**config.mk**
```make
export PLATFORM = sky130hd
export DESIGN_NAME = move_to_front_coder_flat
export DESIGN_NICKNAME = d
export VERILOG_FILES = /design/src/rtl/mtf_pkg.sv /design/src/rtl/mtf_if.sv /design/src/rtl/mtf_ctrl.sv /design/src/rtl/mtf_dpath.sv /design/src/rtl/move_to_front_coder.sv /design/src/flat_wrapper.sv
export SDC_FILE = /design/constraint.sdc
export NUM_CORES = 1
export LEC_CHECK = 0
export BUFFER_PORTS_ARGS = -buffer_cell sky130_fd_sc_hd__buf_4
export CAP_MARGIN = 20
export CELL_PAD_IN_SITES_DETAIL_PLACEMENT = 1
export CELL_PAD_IN_SITES_GLOBAL_PLACEMENT = 1
export CORE_UTILIZATION = 54
export DETAILED_ROUTE_END_ITERATION = 10
export PLACE_DENSITY = 0.91
export SKIP_CTS_REPAIR_TIMING = 1
export SYNTH_ARGS = -nofsm -noshare
export SYNTH_HDL_FRONTEND = slang
export SYNTH_SLANG_ARGS = --single-unit
```
**constraint.sdc**
```tcl
create_clock -name i_clk -period 28 [get_ports i_clk]
set_input_delay 1.4 -clock i_clk [delete_from_list [all_inputs] [get_ports i_clk]]
set_output_delay 1.4 -clock i_clk [all_outputs]
set_load 0.05 [all_outputs]
```
**src/rtl/mtf_pkg.sv**
```systemverilog
// shared types and constants of the move-to-front coder
package mtf_pkg;

    localparam int VALUE_W           = 8;
    localparam int DEF_ALPHABET_SIZE = 95;
    localparam int DEF_LOWEST_SYMBOL = 32;

    typedef logic [VALUE_W-1:0] t_value;

    typedef enum logic [1:0] {
        ST_IDLE,
        ST_SEARCH,
        ST_REBUILD,
        ST_DONE
    } t_state;

    typedef struct packed {
        logic accept;
        logic search_step;
        logic rebuild_step;
        logic load_out;
    } t_ctrl_cmd;

    typedef struct packed {
        logic in_oor;
        logic cnt_last;
        logic hit;
        logic out_busy;
    } t_ctrl_sts;

endpackage

```
**src/rtl/mtf_if.sv**
```systemverilog
// request, result and configuration channels of the move-to-front coder
interface mtf_item_if import mtf_pkg::*; ();
    logic   valid;
    logic   ready;
    t_value value_in;
    logic   block_start;

    modport source (output valid, value_in, block_start, input ready);
    modport sink   (input valid, value_in, block_start, output ready);
endinterface

interface mtf_result_if import mtf_pkg::*; ();
    logic   valid;
    logic   ready;
    t_value value_out;
    logic   bad_item;

    modport source (output valid, value_out, bad_item, input ready);
    modport sink   (input valid, value_out, bad_item, output ready);
endinterface

interface mtf_cfg_if;
    logic valid;
    logic ready;
    logic decode_mode;

    modport source (output valid, decode_mode, input ready);
    modport sink   (input valid, decode_mode, output ready);
endinterface

```
**src/rtl/mtf_ctrl.sv**
```systemverilog
// sequencing state machine of the move-to-front coder
module mtf_ctrl import mtf_pkg::*; (
    input  logic      i_clk,
    input  logic      i_rst_n,
    input  logic      i_in_valid,
    output logic      o_in_ready,
    input  t_ctrl_sts i_sts,
    output t_ctrl_cmd o_cmd
);

    t_state r_state;
    t_state n_state;

    always_ff @(posedge i_clk) begin
        if (!i_rst_n) begin
            r_state <= ST_IDLE;
        end else begin
            r_state <= n_state;
        end
    end

    always_comb begin
        n_state = r_state;
        unique case (r_state)
            ST_IDLE: begin
                if (i_in_valid) begin
                    n_state = i_sts.in_oor ? ST_DONE : ST_SEARCH;
                end
            end
            ST_SEARCH: begin
                if (i_sts.cnt_last) begin
                    n_state = i_sts.hit ? ST_REBUILD : ST_DONE;
                end
            end
            ST_REBUILD: begin
                if (i_sts.cnt_last) begin
                    n_state = ST_DONE;
                end
            end
            ST_DONE: begin
                if (!i_sts.out_busy) begin
                    n_state = ST_IDLE;
                end
            end
            default: n_state = ST_IDLE;
        endcase
    end

    always_comb begin
        o_cmd      = '0;
        o_in_ready = 1'b0;
        unique case (r_state)
            ST_IDLE: begin
                o_in_ready   = 1'b1;
                o_cmd.accept = i_in_valid;
            end
            ST_SEARCH:  o_cmd.search_step  = 1'b1;
            ST_REBUILD: o_cmd.rebuild_step = 1'b1;
            ST_DONE:    o_cmd.load_out     = !i_sts.out_busy;
            default:    o_cmd              = '0;
        endcase
    end

endmodule

```
**src/rtl/mtf_dpath.sv**
```systemverilog
// symbol list as a rotating cell line, search and rebuild datapath, result register
module mtf_dpath import mtf_pkg::*; #(
    parameter int ALPHABET_SIZE = DEF_ALPHABET_SIZE,
    parameter int LOWEST_SYMBOL = DEF_LOWEST_SYMBOL
) (
    input  logic      i_clk,
    input  logic      i_rst_n,
    input  t_ctrl_cmd i_cmd,
    output t_ctrl_sts o_sts,
    input  t_value    i_value_in,
    input  logic      i_block_start,
    input  logic      i_cfg_valid,
    input  logic      i_decode_mode,
    output logic      o_out_valid,
    input  logic      i_out_ready,
    output t_value    o_value_out,
    output logic      o_bad_item
);

    localparam int CW      = $clog2(ALPHABET_SIZE);
    localparam int TOP_SYM = LOWEST_SYMBOL + ALPHABET_SIZE - 1;

    t_value          r_cell [ALPHABET_SIZE];
    logic            r_decode_mode;
    t_value          r_val_in;
    logic [CW-1:0]   r_cnt;
    logic [CW-1:0]   n_cnt;
    logic [CW-1:0]   r_pos;
    t_value          r_sym;
    t_value          r_prev;
    logic            r_found;
    logic            r_out_valid;
    t_value          r_out_value;
    logic            r_out_bad;

    t_value          head;
    t_value          tail_in;
    logic            match;
    logic            cnt_last;

    assign head     = r_cell[0];
    assign cnt_last = (r_cnt == CW'(ALPHABET_SIZE - 1));
    assign n_cnt    = cnt_last ? '0 : r_cnt + 1'b1;
    assign match    = r_decode_mode ? (r_cnt == r_pos) : (head == r_val_in);

    // rebuilt order: found symbol, entries ahead of it, then the rest with it skipped
    always_comb begin
        priority if (r_cnt == '0) begin
            tail_in = r_sym;
        end else if (r_cnt <= r_pos) begin
            tail_in = r_prev;
        end else begin
            tail_in = head;
        end
    end

    assign o_sts.in_oor   = r_decode_mode && (i_value_in >= VALUE_W'(ALPHABET_SIZE));
    assign o_sts.cnt_last = cnt_last;
    assign o_sts.hit      = r_found | match;
    assign o_sts.out_busy = r_out_valid & !i_out_ready;

    always_ff @(posedge i_clk) begin
        if (!i_rst_n) begin
            for (int i = 0; i < ALPHABET_SIZE; i++) begin
                r_cell[i] <= VALUE_W'(TOP_SYM - i);
            end
            r_decode_mode <= 1'b0;
            r_cnt         <= '0;
            r_found       <= 1'b0;
            r_out_valid   <= 1'b0;
        end else begin
            if (i_cfg_valid) begin
                r_decode_mode <= i_decode_mode;
            end

            if (i_cmd.accept) begin
                r_val_in <= i_value_in;
                r_pos    <= i_value_in[CW-1:0];
                r_cnt    <= '0;
                r_found  <= 1'b0;
                if (i_block_start) begin
                    for (int i = 0; i < ALPHABET_SIZE; i++) begin
                        r_cell[i] <= VALUE_W'(TOP_SYM - i);
                    end
                end
            end

            // search pass: plain rotation, list comes back to its place
            if (i_cmd.search_step) begin
                for (int i = 0; i < ALPHABET_SIZE - 1; i++) begin
                    r_cell[i] <= r_cell[i+1];
                end
                r_cell[ALPHABET_SIZE-1] <= head;
                r_cnt <= n_cnt;
                if (match && !r_found) begin
                    r_found <= 1'b1;
                    r_pos   <= r_cnt;
                    r_sym   <= head;
                end
            end

            if (i_cmd.rebuild_step) begin
                for (int i = 0; i < ALPHABET_SIZE - 1; i++) begin
                    r_cell[i] <= r_cell[i+1];
                end
                r_cell[ALPHABET_SIZE-1] <= tail_in;
                r_prev <= head;
                r_cnt  <= n_cnt;
            end

            if (i_cmd.load_out) begin
                r_out_valid <= 1'b1;
                r_out_bad   <= !r_found;
                if (!r_found) begin
                    r_out_value <= '0;
                end else if (r_decode_mode) begin
                    r_out_value <= r_sym;
                end else begin
                    r_out_value <= VALUE_W'(r_pos);
                end
            end else if (i_out_ready) begin
                r_out_valid <= 1'b0;
            end
        end
    end

    assign o_out_valid = r_out_valid;
    assign o_value_out = r_out_value;
    assign o_bad_item  = r_out_bad;

endmodule

```
**src/rtl/move_to_front_coder.sv**
```systemverilog
// move-to-front coder: top level
//
// channels: i_item takes one request (value_in, block_start); o_result gives one
// result (value_out, bad_item) per request; i_cfg writes decode_mode and is always
// ready. all use valid/ready, a transfer happens when both are high.
// encode: value_in is a symbol byte, value_out its list position.
// decode: value_in is a list position, value_out the symbol held there.
// block_start restores the initial list ('~' down to ' ') before the request.
// the list is a line of cells rotated through one head cell. a request takes a
// search rotation through every cell and, when the symbol is found, a rebuild
// rotation through every cell again; the result is then registered once the
// result register is free. an unknown symbol skips the rebuild, and a decode
// position out of range skips both rotations.
// a new request is taken in the idle state that follows the result load.
// reset loads the initial list and clears decode_mode to encode.
// a stalled receiver holds the result register; the next request may still be
// taken and worked, and waits at the end until the register frees.
module move_to_front_coder import mtf_pkg::*; #(
    parameter int ALPHABET_SIZE = DEF_ALPHABET_SIZE,
    parameter int LOWEST_SYMBOL = DEF_LOWEST_SYMBOL
) (
    input  logic         i_clk,
    input  logic         i_rst_n,
    mtf_item_if.sink     i_item,
    mtf_result_if.source o_result,
    mtf_cfg_if.sink      i_cfg
);

    t_ctrl_cmd cmd;
    t_ctrl_sts sts;
    logic      in_ready;

    assign i_item.ready = in_ready;
    assign i_cfg.ready  = 1'b1;

    mtf_ctrl u_ctrl (
        .i_clk      (i_clk),
        .i_rst_n    (i_rst_n),
        .i_in_valid (i_item.valid),
        .o_in_ready (in_ready),
        .i_sts      (sts),
        .o_cmd      (cmd)
    );

    mtf_dpath #(
        .ALPHABET_SIZE (ALPHABET_SIZE),
        .LOWEST_SYMBOL (LOWEST_SYMBOL)
    ) u_dpath (
        .i_clk         (i_clk),
        .i_rst_n       (i_rst_n),
        .i_cmd         (cmd),
        .o_sts         (sts),
        .i_value_in    (i_item.value_in),
        .i_block_start (i_item.block_start),
        .i_cfg_valid   (i_cfg.valid),
        .i_decode_mode (i_cfg.decode_mode),
        .o_out_valid   (o_result.valid),
        .i_out_ready   (o_result.ready),
        .o_value_out   (o_result.value_out),
        .o_bad_item    (o_result.bad_item)
    );

endmodule

```
**src/flat_wrapper.sv**
```systemverilog
// flat-port wrapper written by rule: the top's interface ports become plain ports
module move_to_front_coder_flat import mtf_pkg::*;
#(
    parameter int ALPHABET_SIZE = DEF_ALPHABET_SIZE,
    parameter int LOWEST_SYMBOL = DEF_LOWEST_SYMBOL
)
  (i_clk, i_rst_n, i_item_valid, i_item_value_in, i_item_block_start, i_item_ready, o_result_valid, o_result_value_out, o_result_bad_item, o_result_ready, i_cfg_valid, i_cfg_decode_mode, i_cfg_ready);
  mtf_item_if i_item_i ();
  mtf_result_if o_result_i ();
  mtf_cfg_if i_cfg_i ();
  input  logic i_clk;
  input  logic i_rst_n;
  input wire logic [$bits(i_item_i.valid)-1:0] i_item_valid;
  input wire logic [$bits(i_item_i.value_in)-1:0] i_item_value_in;
  input wire logic [$bits(i_item_i.block_start)-1:0] i_item_block_start;
  output wire logic [$bits(i_item_i.ready)-1:0] i_item_ready;
  output wire logic [$bits(o_result_i.valid)-1:0] o_result_valid;
  output wire logic [$bits(o_result_i.value_out)-1:0] o_result_value_out;
  output wire logic [$bits(o_result_i.bad_item)-1:0] o_result_bad_item;
  input wire logic [$bits(o_result_i.ready)-1:0] o_result_ready;
  input wire logic [$bits(i_cfg_i.valid)-1:0] i_cfg_valid;
  input wire logic [$bits(i_cfg_i.decode_mode)-1:0] i_cfg_decode_mode;
  output wire logic [$bits(i_cfg_i.ready)-1:0] i_cfg_ready;
  assign i_item_i.valid = i_item_valid;
  assign i_item_i.value_in = i_item_value_in;
  assign i_item_i.block_start = i_item_block_start;
  assign i_item_ready = i_item_i.ready;
  assign o_result_valid = o_result_i.valid;
  assign o_result_value_out = o_result_i.value_out;
  assign o_result_bad_item = o_result_i.bad_item;
  assign o_result_i.ready = o_result_ready;
  assign i_cfg_i.valid = i_cfg_valid;
  assign i_cfg_i.decode_mode = i_cfg_decode_mode;
  assign i_cfg_ready = i_cfg_i.ready;
  move_to_front_coder #(.ALPHABET_SIZE(ALPHABET_SIZE), .LOWEST_SYMBOL(LOWEST_SYMBOL)) u_core (.i_clk(i_clk), .i_rst_n(i_rst_n), .i_item(i_item_i), .o_result(o_result_i), .i_cfg(i_cfg_i));
endmodule
```
After elaboration in Yosys (flattened, before gate mapping)
Memories as Yosys holds them, arrays and structs flattened.
Index checks and enable logic that the tools add are counted.

storage, ports and cells
  bits in registers = 52
  bits in latches = 0
  RAM bits = 760
  memory bits (read-only) = 0
  bits of input ports = 15
  output and inout bits = 12
  memories = 1

cells by class
  $add $sub $neg = 1
  multipliers = 0
  div/mod/pow operators = 0
  order comparisons = 2
  equal/unequal tests = 10
  shift operators = 0
  muxes and demuxes = 324
  bitwise logic cells = 287
  reduce and logical (&&, ||, !) cells = 15

memories
  name                   depth  bits a word  read ports  clocked after memory_dff  wr ports  line             text
  u_core.u_dpath.r_cell  95     8            95          0                         95        mtf_dpath.sv:23  t_value r_cell [ALPHABET_SIZE];

operators by type and width
  kind                                                                                 number
  8-bit 2-to-1 mux                                                                     287
  1-bit bitwise OR                                                                     286
  7-bit 2-to-1 mux                                                                     8
  1-bit 2-to-1 mux                                                                     23
  2-bit 2-to-1 mux                                                                     5
  8-bit == test                                                                        1
  8-bit by 7-bit greater-or-equal comparator with 1-bit output, second input constant  1
  2-bit inequality test, second input constant                                         4
  2-bit one-hot mux with 4 select lines                                                1
  2-bit AND reduction                                                                  4
  7-bit by 1-bit adder with 7-bit output, second input constant                        1
  7-bit == test                                                                        1
  7-bit == test, second input constant                                                 1
  7-bit <= comparator                                                                  1
  7-bit zero test                                                                      1
  2-bit == test, second input constant                                                 2
  4-bit AND reduction                                                                  1
  1-bit zero test                                                                      3
  3-bit AND reduction                                                                  1
  3-bit nonzero test                                                                   1
  2-bit by 1-bit == test with 1-bit output, second input constant                      1
  1-bit logical AND                                                                    2
  2-bit zero test                                                                      1
  2-bit nonzero test                                                                   1
  1-bit bitwise AND                                                                    1

Longest topological paths before layout
Gate-level depths: netlist of run 1.

  depth in word-level cells = 8
  depth in mapped cells = 8
  mapped depth without buffers = 7

Modules after synthesis
From an unflattened synthesis of run 1, not the netlist that was laid out.

second synthesis, totals
  cells, all modules = 1,880
  area, all modules = 30,727.0 sq um

by module, submodules not included
  module               times used  cells each  area each (sq um)
  mtf_dpath            1           1,854       30,509.3
  mtf_ctrl             1           24          206.4
  move_to_front_coder  1           2           11.3

Least setup slack after synthesis of run 1
No wires, ideal clock.

  path kind = input -> register
  start = input i_rst_n
  end = memory u_core.u_dpath.r_cell[0][0] (netlist bit), enable pin
  library setup time = 7.082 ns
  arrival time = 18.386 ns
  path slack = 2.532 ns
  stages = 3
  path buffers = 2
  cells stage by stage = buf_2 clkbuf_1 nand3_1

RTL lines
  what             line                text
  start, declared  flat_wrapper.sv:12  input logic i_rst_n;
  end, declared    mtf_dpath.sv:23

==> summary.txt, run 1 <==
Status
  • Status: finished, final reports clean

Detailed routing
  • Residual DRC: 0
  • Via count: 15300
  • First DRT Iteration DRCs: 1156
  • DR vias/cell: 5.66
  • Drt wl/cell: 23.7 um
  • Post-route antenna net violation count: 0
  • Drt pass-1 iters: 5
  • Routed WL: 64.1 mm

CTS
  • Num CTS Buffers: 79
  • Clock H-tree levels: 3
  • Clock Latency Late Sink: 0.63 ns
  • Clock Sinks: 812
  • Clk buf depth: 3
  • TritonCTS clock tree: done
  • Clock transition at path regs: 0.07 ns
  • Clock Tree Root: clkbuf_16

Hold path
  • Hold path cells: 1
  • Hold Crit Endpoint: u_core.u_dpath.r_cell[5][59]
  • Beginning of the worst hold path: u_core.u_dpath.r_cell[6][3]
  • Hold WC Path Type: flip-flop to flip-flop

Power and ir drop
  • LEAKAGE: 11.0 nW
  • Tot Pwr: 3.41 mW
  • VDD IR max: 0.0821 mV
  • PwrDens: 99.9 mW/mm2

Job
  • Max cap viols: 0

Critical path
  • Critical Path Sink Type: flip-flop
  • Maximum fanout along the worst path: 132
  • Worst Path Arrival: 5.36 ns
  • Crit path required time: 28.48 ns
  • Critical path's most frequent cell: buf_4
  • Kind of critical path: flip-flop to flip-flop
  • CP startpoint kind: flip-flop
  • Reg-to-Reg Start: u_core.u_ctrl.r_state[0]
  • Cell Chain, Critical Path: inv_1 > ha_1 > nor2_4 > buf_4 > nor2_4 > buf_4 > buf_4 > and2_1
  • Worst R2R Path Depth: 8
  • Reg-to-reg critical path endpoint: u_core.u_dpath.r_cell[0][39]
  • Worst path max stage delay: 0.90 ns
  • CP max stage cell: buf_4
  • Worst R2R Setup Slack: 23.12 ns

Final layout
  • Ant. Diodes: 0
  • NumNets Final: 1917
  • Layout cells sized above 1: 0.0869
  • Post-route core utilization: 0.606
  • Layout overhead on the synthesized area: 10.8%
  • Commonest non-fill, non-tap cell in the layout: edfxtp_1
  • Most frequent cells in the layout: edfxtp_1, and2_1, or3_1
  • Layout Cells excl Fill: 2700

Floorplanning
  • Die Ht: 241 um
  • Ports: 27
  • Initial Utilization: 0.547
  • Number of placement rows: 87
  • Die X: 241 um
  • CORE AREA: 0.0564 mm2
  • Full die area: 0.0581 mm2

GRT
  • GRT overflow: 0
  • Antenna violations before repair: 1
  • Vias in the first global route: 16300
  • Largest net degree at the start of global routing: 246
  • Total GRT Usage: 0.225
  • First-pass GRT wire length: 97.4 mm

Yosys
  • Mapped Nets: 1923
  • Synthesized cell area: 0.0309 mm2
  • Yosys reg bits: 812
  • Ys Warns: 0
  • Seq/Total Area, Yosys: 0.786
  • Mean post-synth cell area: 16.3 um2
  • Mapped Cells: 1893
  • FFs w/ async S/R, synth: 0
  • Primary FF master, synth: edfxtp_1
  • Post-synth EDFFs: 800
  • Cell variety after synth: 45

Placement
  • Placed cells: 2557
  • Place WS: 22.08 ns
  • Final Wtd Congestion: 0.808
  • Port bufs: 25
  • Dpl hpwl: 32.3 mm

Timing
  • Final setup margin: 23.12 ns
  • Clk_skew: 0.0266 ns
  • RSZ-0062 raised after global routing: no
  • Final hold violation count: 0
  • Tmin final: 4.88 ns
  • Pins Over Slew Limit: 0
  • Final setup viols: 0
  • Worst-Margin Slew: 1.08 ns
  • Sum of negative setup slack: 0 ns
  • Max frequency: 0.205 GHz
  • Relative slew slack: 0.282
  • Tcrit/Tclk final: 0.174
## cells in the mapped netlist, drive strengths merged, types with 2 or more instances
cell type / count / share of area
a21oi: 8 / 0.0013
or3: 361 / 0.073
buf: 32 / 0.0054
nor2: 19 / 0.0024
ha: 15 / 0.0061
xor2: 4 / 0.0011
nand2: 31 / 0.0039
clkbuf: 100 / 0.012
nand3: 7 / 0.0011
xnor2: 8 / 0.0023
o211ai: 2 / 0.00049
edfxtp: 800 / 0.78
inv: 13 / 0.0016
o22ai: 7 / 0.0014
and2: 394 / 0.080
mux2: 11 / 0.0046
o21ai: 22 / 0.0039
nor2b: 2 / 0.00041
mux2i: 20 / 0.0065
nand4: 3 / 0.00061
dfxtp: 12 / 0.0078
nand3b: 3 / 0.00073
a31oi: 3 / 0.00061
nand2b: 2 / 0.00049
and3: 5 / 0.0010
## per-stage QoR
stage / hold WS [ns] / cell area (um2)
6_report: 0.498 / 34200
5_1_grt: 0.510 / 34200
4_1_cts: 0.495 / 34100
3_5_place_dp: 0.494 / 31600
3_3_place_gp: 0.478 / 31600
2_1_floorplan: 0.467 / 30900
## where the power goes
group / total (mW) / internal [mW] / leakage [nW] / switching, mW
clock: 1.04 / 0.586 / 1.21 / 0.455
combinational: 0.478 / 0.122 / 2.25 / 0.356
sequential: 1.90 / 1.78 / 7.53 / 0.117
## registers in the layout (all words and copies together) (netlist names), 2 cells and up
register,flops
u_core.u_ctrl.r_state,2
u_core.u_dpath.r_val_in,8
u_core.u_dpath.r_prev,8
u_core.u_dpath.r_cnt,7
u_core.u_dpath.r_cell,760
u_core.u_dpath.r_pos,7
u_core.u_dpath.o_value_out,8
u_core.u_dpath.r_sym,8
## per-layer routing
metal	routed length [um]	GRT usage
met5	0	0
met4	1740	0.0698
met3	2400	0.0374
met2	34000	0.395
met1	25900	0.286
## worst max-delay path by stage
stage | startpoint | to | slack (ns)
finish | u_core.u_ctrl.r_state[0] | u_core.u_dpath.r_cell[0][39] | 23.12
global route | u_core.u_ctrl.r_state[0] | u_core.u_dpath.r_cell[8][30] | 22.57
CTS | u_core.u_ctrl.r_state[0] | u_core.u_dpath.r_cell[6][3] | 22.69
detailed placement | i_item_valid | u_core.u_dpath.r_cell[6][35] | 22.08
global placement | i_item_valid | u_core.u_dpath.r_cell[6][10] | 22.32
floorplan | i_rst_n | u_core.u_dpath.r_cell[0][0] | 2.53
## area by class of cell
type	instances	area, um2
clock buffer	99	2140
clock inverter	39	327
timing repair buffer	45	438
tap	756	946
fill	5023	22200
multi-input combinational	935	6030
sequential	812	24300
inverter	14	60.1
## cell families (layout without fill, tap and decap cells)
kind of cell | count (synthesis) | after routing | share of synthesized area
xor gates and xnor gates | 12 | 12 | 0.00341
DFF | 812 | 812 | 0.786
muxes | 31 | 31 | 0.0111
and+or+nand+nor | 830 | 830 | 0.164
adders and majority gates | 15 | 15 | 0.00608
buffers and inverters | 146 | 197 | 0.0193
AOI/OAI and AO/OA | 46 | 46 | 0.00924
other | 1 | 1 | 0.000122
## critical path, delay by kind of cell (launching register included)
family	cells	cell delay, ns
and+or+nand+nor	3	1.26
DFF	1	0.36
buffers and inverters	4	2.39
adders and majority gates	1	0.60
Note: power is estimated with default switching activity, not from simulation.
==> inputs of run 2 (changes only) <==
ABC_AREA = 1   (was unset)
CORE_UTILIZATION = 53   (was 54)
clock period = 5 ns   (was 28 ns; I/O delays follow)
==> run 2 against run 1 <==
The run now ends with DRC left. Global-route usage is 0.97 points higher. Cell count is 19% higher. Setup slack worse by 21 ns. Non-clock buffer count is 17 higher. Clock power grew to 6.0 times the previous value. Critical path type unchanged. Highest routed layer unchanged. Critical endpoint is now u_core.u_dpath.r_cell[3][51].
==> summary.txt, run 2 <==
Status
  • Status: finished with violations
  • Failing checks: DRC

Detailed routing
  • Drt pass-1 iters: 8
  • Top Layer Used: met4
  • Post-route antenna net violation count: 0
  • Routed WL: 70.3 mm
  • Wire length on met3: 2.65 mm
  • Drt wl/cell: 21.9 um
  • First DRT Iteration DRCs: 1276
  • WL met1: 26.8 mm
  • Residual DRC: 7
  • Via count: 16600
  • Met2 wire len: 38.7 mm
  • DR vias/cell: 5.17

Timing
  • Tmin final: 2.96 ns
  • Final setup viols: 0
  • Relative slew slack: 0.278
  • Worst-Margin Slew: 1.08 ns
  • Pins Over Slew Limit: 0
  • Tcrit/Tclk final: 0.593
  • RSZ-0062 raised after global routing: no
  • Final hold slack: 0.189 ns
  • Max frequency: 0.337 GHz
  • Clk_skew: 0.0275 ns
  • Final hold violation count: 0

Critical path
  • Maximum fanout along the worst path: 168
  • Worst Path Arrival: 3.31 ns
  • CP startpoint kind: flip-flop
  • Crit path required time: 5.35 ns
  • Kind of critical path: flip-flop to flip-flop
  • Critical Path Sink Type: flip-flop

Placement
  • Placed cells: 3047
  • Dpl hpwl: 35.7 mm
  • Port bufs: 25
  • Final Wtd Congestion: 0.816

Hold path
  • Hold WC Path Type: primary input to flip-flop

Yosys
  • FFs w/ async S/R, synth: 0
  • Cell variety after synth: 37
  • Primary FF master, synth: edfxtp_1
  • Synthesized cell area: 0.0320 mm2
  • Yosys reg bits: 812
  • Synth top area share: 0.751
  • Synth top cells by count: edfxtp_1, inv_1, or2_1
  • Seq/Total Area, Yosys: 0.758
  • Post-synth EDFFs: 800
  • Mapped Cells: 2314
  • Synth top area cells: edfxtp_1, or2_1, inv_1, nor2_1, nor2_2
  • Most numerous cell in the Yosys netlist: edfxtp_1
  • Largest area contributor in the synthesized netlist: edfxtp_1
  • Ys Warns: 0
  • Mean post-synth cell area: 13.8 um2
  • Mapped Nets: 2344

Final layout
  • Commonest non-fill, non-tap cell in the layout: edfxtp_1
  • # fillers: 5513
  • Area of the multi-input gates: 0.00531 mm2
  • Most frequent cells in the layout: edfxtp_1, inv_1, or2_1
  • Layout Cells excl Fill: 3209
  • NumNets Final: 2401
  • Layout cells sized above 1: 0.176
  • Layout overhead on the synthesized area: 11.0%
  • Ant. Diodes: 0
  • Max reg flops: 760
  • Biggest register: u_core.u_dpath.r_cell
  • Register area: 0.0243 mm2

Floorplanning
  • Ports: 27
  • Full die area: 0.0613 mm2
  • CORE AREA: 0.0594 mm2
  • Die Ht: 248 um
  • Initial Utilization: 0.539
  • Number of placement rows: 89
  • Die X: 248 um

CTS
  • Clock Sinks: 812
  • Clock transition at path regs: 0.07 ns
  • Clock H-tree levels: 3
  • TritonCTS clock tree: done
  • Clk buf depth: 3
  • Clock Tree Root: clkbuf_16
  • Clock Latency Late Sink: 0.66 ns
  • Num CTS Buffers: 82

GRT
  • Largest net degree at the start of global routing: 169
  • Antenna violations before repair: 0
  • First-pass GRT wire length: 108 mm
  • Vias in the first global route: 18200
  • GRT overflow: 0
  • Total GRT Usage: 0.235

Job
  • Max cap viols: 0

Power and ir drop
  • PwrDens: 582 mW/mm2
  • LEAKAGE: 12.7 nW
  • VDD IR max: 0.302 mV
[run 2: cell count changes in the layout (fill, tap and decap cells not counted), moves of 12 or more]
cell	delta
inv_1	+425
and2_1	-394
or3_1	-361
or2_1	+274
nor2_1	+242
nor2_2	+154
or2_2	+88
nand2_1	+50
mux2i_1	-20
a21oi_1	+17
buf_12	+13
dlygate4sd3_1	+12
nand3_1	+12
[run 2: critical path: stages (launching register included)]
cell and delay, ns:
dfxtp_2 0.37, inv_2 0.08, ha_1 0.25, nor2_2 0.28, nor2_2 0.12, inv_8 0.72, buf_4 0.54, nor2_1 0.17
[run 2: worst paths after layout]
kind                                                  start                            to  slack [ns]  cells after the start
worst min-delay path                           i_item_valid    u_core.u_dpath.r_val_in[0]        0.19                      3
worst max-delay path               u_core.u_ctrl.r_state[1]  u_core.u_dpath.r_cell[3][51]        2.04                      7
worst min register to register  u_core.u_dpath.r_cell[9][0]  u_core.u_dpath.r_cell[8][56]        0.50                      1
worst max register to register     u_core.u_ctrl.r_state[1]  u_core.u_dpath.r_cell[3][51]        2.04                      7
[run 2: area by class of cell]
cell class / count / area share
multi-input cells: 970 / 0.150
inverters: 443 / 0.0470
clock buffers: 104 / 0.0619
clock inverters: 45 / 0.0124
well taps: 773 / 0.0272
repair buffers: 62 / 0.0185
flip-flops and latches: 812 / 0.683
[run 2: power by group]
| part | internal (mW) | switching (mW) | leakage, nW |
|---|---|---|---|
| clock | 3.49 | 2.73 | 1.29 |
| sequential | 9.99 | 0.678 | 7.51 |
| combinational | 0.845 | 2.91 | 3.85 |
[run 2: metal layers]
layer  vias up  track usage
met5         -            0
met4         0       0.0841
met3       146       0.0336
met2       447        0.436
met1      8453        0.275
li1       7541            -
[run 2: kinds of logic after synthesis]
kind of cell	synth area share
xor gates and xnor gates	0.00164
and+or+nand+nor	0.146
DFF	0.758
buffers and inverters	0.0769
AOI/OAI and AO/OA	0.0111
adders and majority gates	0.00587
other	0.000117
[run 2: stage by stage]
stage	utilization	power (mW)	cell area, um2	TNS (ns)	setup WS (ns)
4_1_cts	0.596	20.8	35400	0	2.10
3_3_place_gp	0.551	13.8	32700	0	2.31
2_1_floorplan	-	13.7	32000	-2802.73	-3.73
6_report	0.598	20.6	35500	0	2.04
3_5_place_dp	0.551	14.3	32700	0	2.17
5_1_grt	0.598	21.4	35500	0	1.93
==> inputs of run 3 (changes only) <==
CORE_UTILIZATION = 48   (was 53)
PLACE_DENSITY = 0.88   (was 0.91)
clock period = 2.7 ns   (was 5 ns; I/O delays follow)
==> run 3 against run 2 <==
Sequential share of layout area is 0.36 points lower. The flow now finishes without violations. Non-clock buffer count grew 12. Largest cell class unchanged. Core utilization is 5.6 points lower. Power up 81%. Clock skew decreased by 0.0032 ns. Sequential power grew 83%. Cell count rose by 3.1%. Combinational power is 84% higher. First-iteration DRC count grew 4.6%. Flip-flop and latch count unchanged.
==> summary.txt, run 3 (same netlist as run 2, synthesis figures left out) <==
Status
  • Status: finished, final reports clean

Floorplanning
  • Ports: 27
  • Initial Utilization: 0.486
  • Die Ht: 260 um
  • Number of placement rows: 94
  • CORE AREA: 0.0659 mm2
  • Full die area: 0.0677 mm2
  • Die X: 260 um

GRT
  • GRT overflow: 0
  • Vias in the first global route: 17500
  • First-pass GRT wire length: 96.7 mm
  • Largest net degree at the start of global routing: 134
  • Antenna violations before repair: 0
  • Total GRT Usage: 0.185

Detailed routing
  • First DRT Iteration DRCs: 1335
  • Via count: 16000
  • Residual DRC: 0
  • Routed WL: 61.2 mm
  • DR vias/cell: 4.83
  • Post-route antenna net violation count: 0
  • Drt pass-1 iters: 5
  • Drt wl/cell: 18.5 um

Timing
  • Tcrit/Tclk final: 0.904
  • Relative slew slack: 0.467
  • Max frequency: 0.410 GHz
  • Final hold slack: 0.0800 ns
  • Clk_skew: 0.0243 ns
  • Tmin final: 2.44 ns
  • Sum of negative setup slack: 0 ns
  • RSZ-0062 raised after global routing: no
  • Final hold violation count: 0
  • Worst-Margin Slew: 0.797 ns
  • Pins Over Slew Limit: 0
  • Final setup viols: 0

Placement
  • Placed cells: 3150
  • Dpl hpwl: 34.7 mm
  • Final Wtd Congestion: 0.824
  • Port bufs: 25

Final layout
  • Biggest register: u_core.u_dpath.r_cell
  • Post-route core utilization: 0.542
  • Most frequent cells in the layout: edfxtp_1, inv_1, or2_1
  • Layout overhead on the synthesized area: 11.6%
  • NumNets Final: 2411
  • Layout cells sized above 1: 0.178
  • Layout Cells excl Fill: 3308
  • Commonest non-fill, non-tap cell in the layout: edfxtp_1
  • # fillers: 6342
  • Max reg flops: 760
  • Ant. Diodes: 0

Critical path
  • Top Family by Delay on Critical Path: simple AND/OR/NAND/NOR gates
  • Crit path required time: 3.06 ns
  • CP max stage cell: edfxtp_1
  • Critical path's most frequent cell: nand2_1
  • Critical Path Sink Type: flip-flop
  • Worst R2R Setup Slack: 0.26 ns
  • Maximum fanout along the worst path: 13
  • Worst Path Arrival: 2.80 ns
  • Kind of critical path: flip-flop to flip-flop
  • CP startpoint kind: flip-flop
  • Cell Chain, Critical Path: inv_1 > ha_1 > a21oi_1 > o21a_1 > nand2_1 > nand2_1 > inv_1 > nand2_1 > nand3_1 > nand2_1 > nand2_1
  • Reg-to-Reg Start: u_core.u_dpath.r_pos[4]
  • Worst R2R Path Depth: 11
  • Reg-to-reg critical path endpoint: u_core.u_dpath.r_cell[11][48]
  • Worst Path Buf+Inv: 2
  • Worst path max stage delay: 0.41 ns

CTS
  • Clk buf depth: 3
  • Clock H-tree levels: 3
  • TritonCTS clock tree: done
  • Num CTS Buffers: 80
  • Clock transition at path regs: 0.06 ns
  • Clock Tree Root: clkbuf_16
  • Clock Sinks: 812
  • Clock Latency Late Sink: 0.63 ns

Power and ir drop
  • Tot Pwr: 37.3 mW
  • PwrDens: 1050 mW/mm2
  • LEAKAGE: 12.7 nW
  • VDD IR max: 0.670 mV

Hold path
  • Hold Crit Endpoint: u_core.u_dpath.r_found
  • Hold WC Path Type: primary input to flip-flop
  • Hold path cells: 4
  • Beginning of the worst hold path: i_item_valid

Job
  • Max cap viols: 0
[run 3: cell types whose count changed in the layout (fill, tap and decap cells not counted), sizes merged]
cell	previous run	this run
clkinvlp	3	1
dlygate4sd3	12	13
buf	50	61
clkbuf	104	107
inv	448	447
bufinv	7	3
[run 3: tightest hold or removal path, cell delays in order]
cell	delay (ns)
buf_4	0.10
nand2_4	0.08
inv_2	0.22
o31ai_1	0.10
[run 3: report_power, final]
group | total [mW] | internal (mW) | switching, mW
Sequential | 19.6 | 18.5 | 1.12
Combinational | 6.93 | 1.78 | 5.15
Clock | 10.8 | 6.08 | 4.69
Total | 37.3 | 26.3 | 11.0
[run 3: metrics by stage]
step | setup slack, ns | instance area [um2]
finish | 0.259 | 35700
global route | 0.137 | 35700
CTS | 0.254 | 35600
detailed placement | 0.393 | 33100
global placement | 0.595 | 33100
floorplan | -6.03 | 32000
[run 3: worst max path at each step]
stage,slack [ns],startpoint,to,depth (start not counted)
after floorplan,-6.03,u_core.u_ctrl.r_state[0],u_core.u_dpath.r_cell[0][0],7
after global placement,0.60,u_core.u_ctrl.r_state[1],u_core.u_dpath.r_cell[10][31],8
after detailed placement,0.39,u_core.u_dpath.r_pos[4],u_core.u_dpath.r_cell[11][48],11
after CTS,0.25,u_core.u_dpath.r_pos[4],u_core.u_dpath.r_cell[11][48],11
after global routing,0.14,u_core.u_dpath.r_pos[4],u_core.u_dpath.r_cell[11][48],11
final,0.26,u_core.u_dpath.r_pos[4],u_core.u_dpath.r_cell[11][48],11
[run 3: final cells by class]
cell class                 instances  area, um2  share of cell area
inverter                         443       1670              0.0468
multi-input combinational        970       5310               0.149
timing repair buffer              74        876              0.0245
clock buffer                     107       2230              0.0624
tap                              864       1080              0.0303
sequential                       812      24300               0.680
clock inverter                    38        267             0.00747
[run 3: metal layers]
layer	vias up	global-route usage	wire length [um]
met3	102	0.0258	2130
met2	279	0.336	33200
met4	0	0.0634	1440
met5	-	0	0
met1	8050	0.224	24400
li1	7561	-	-
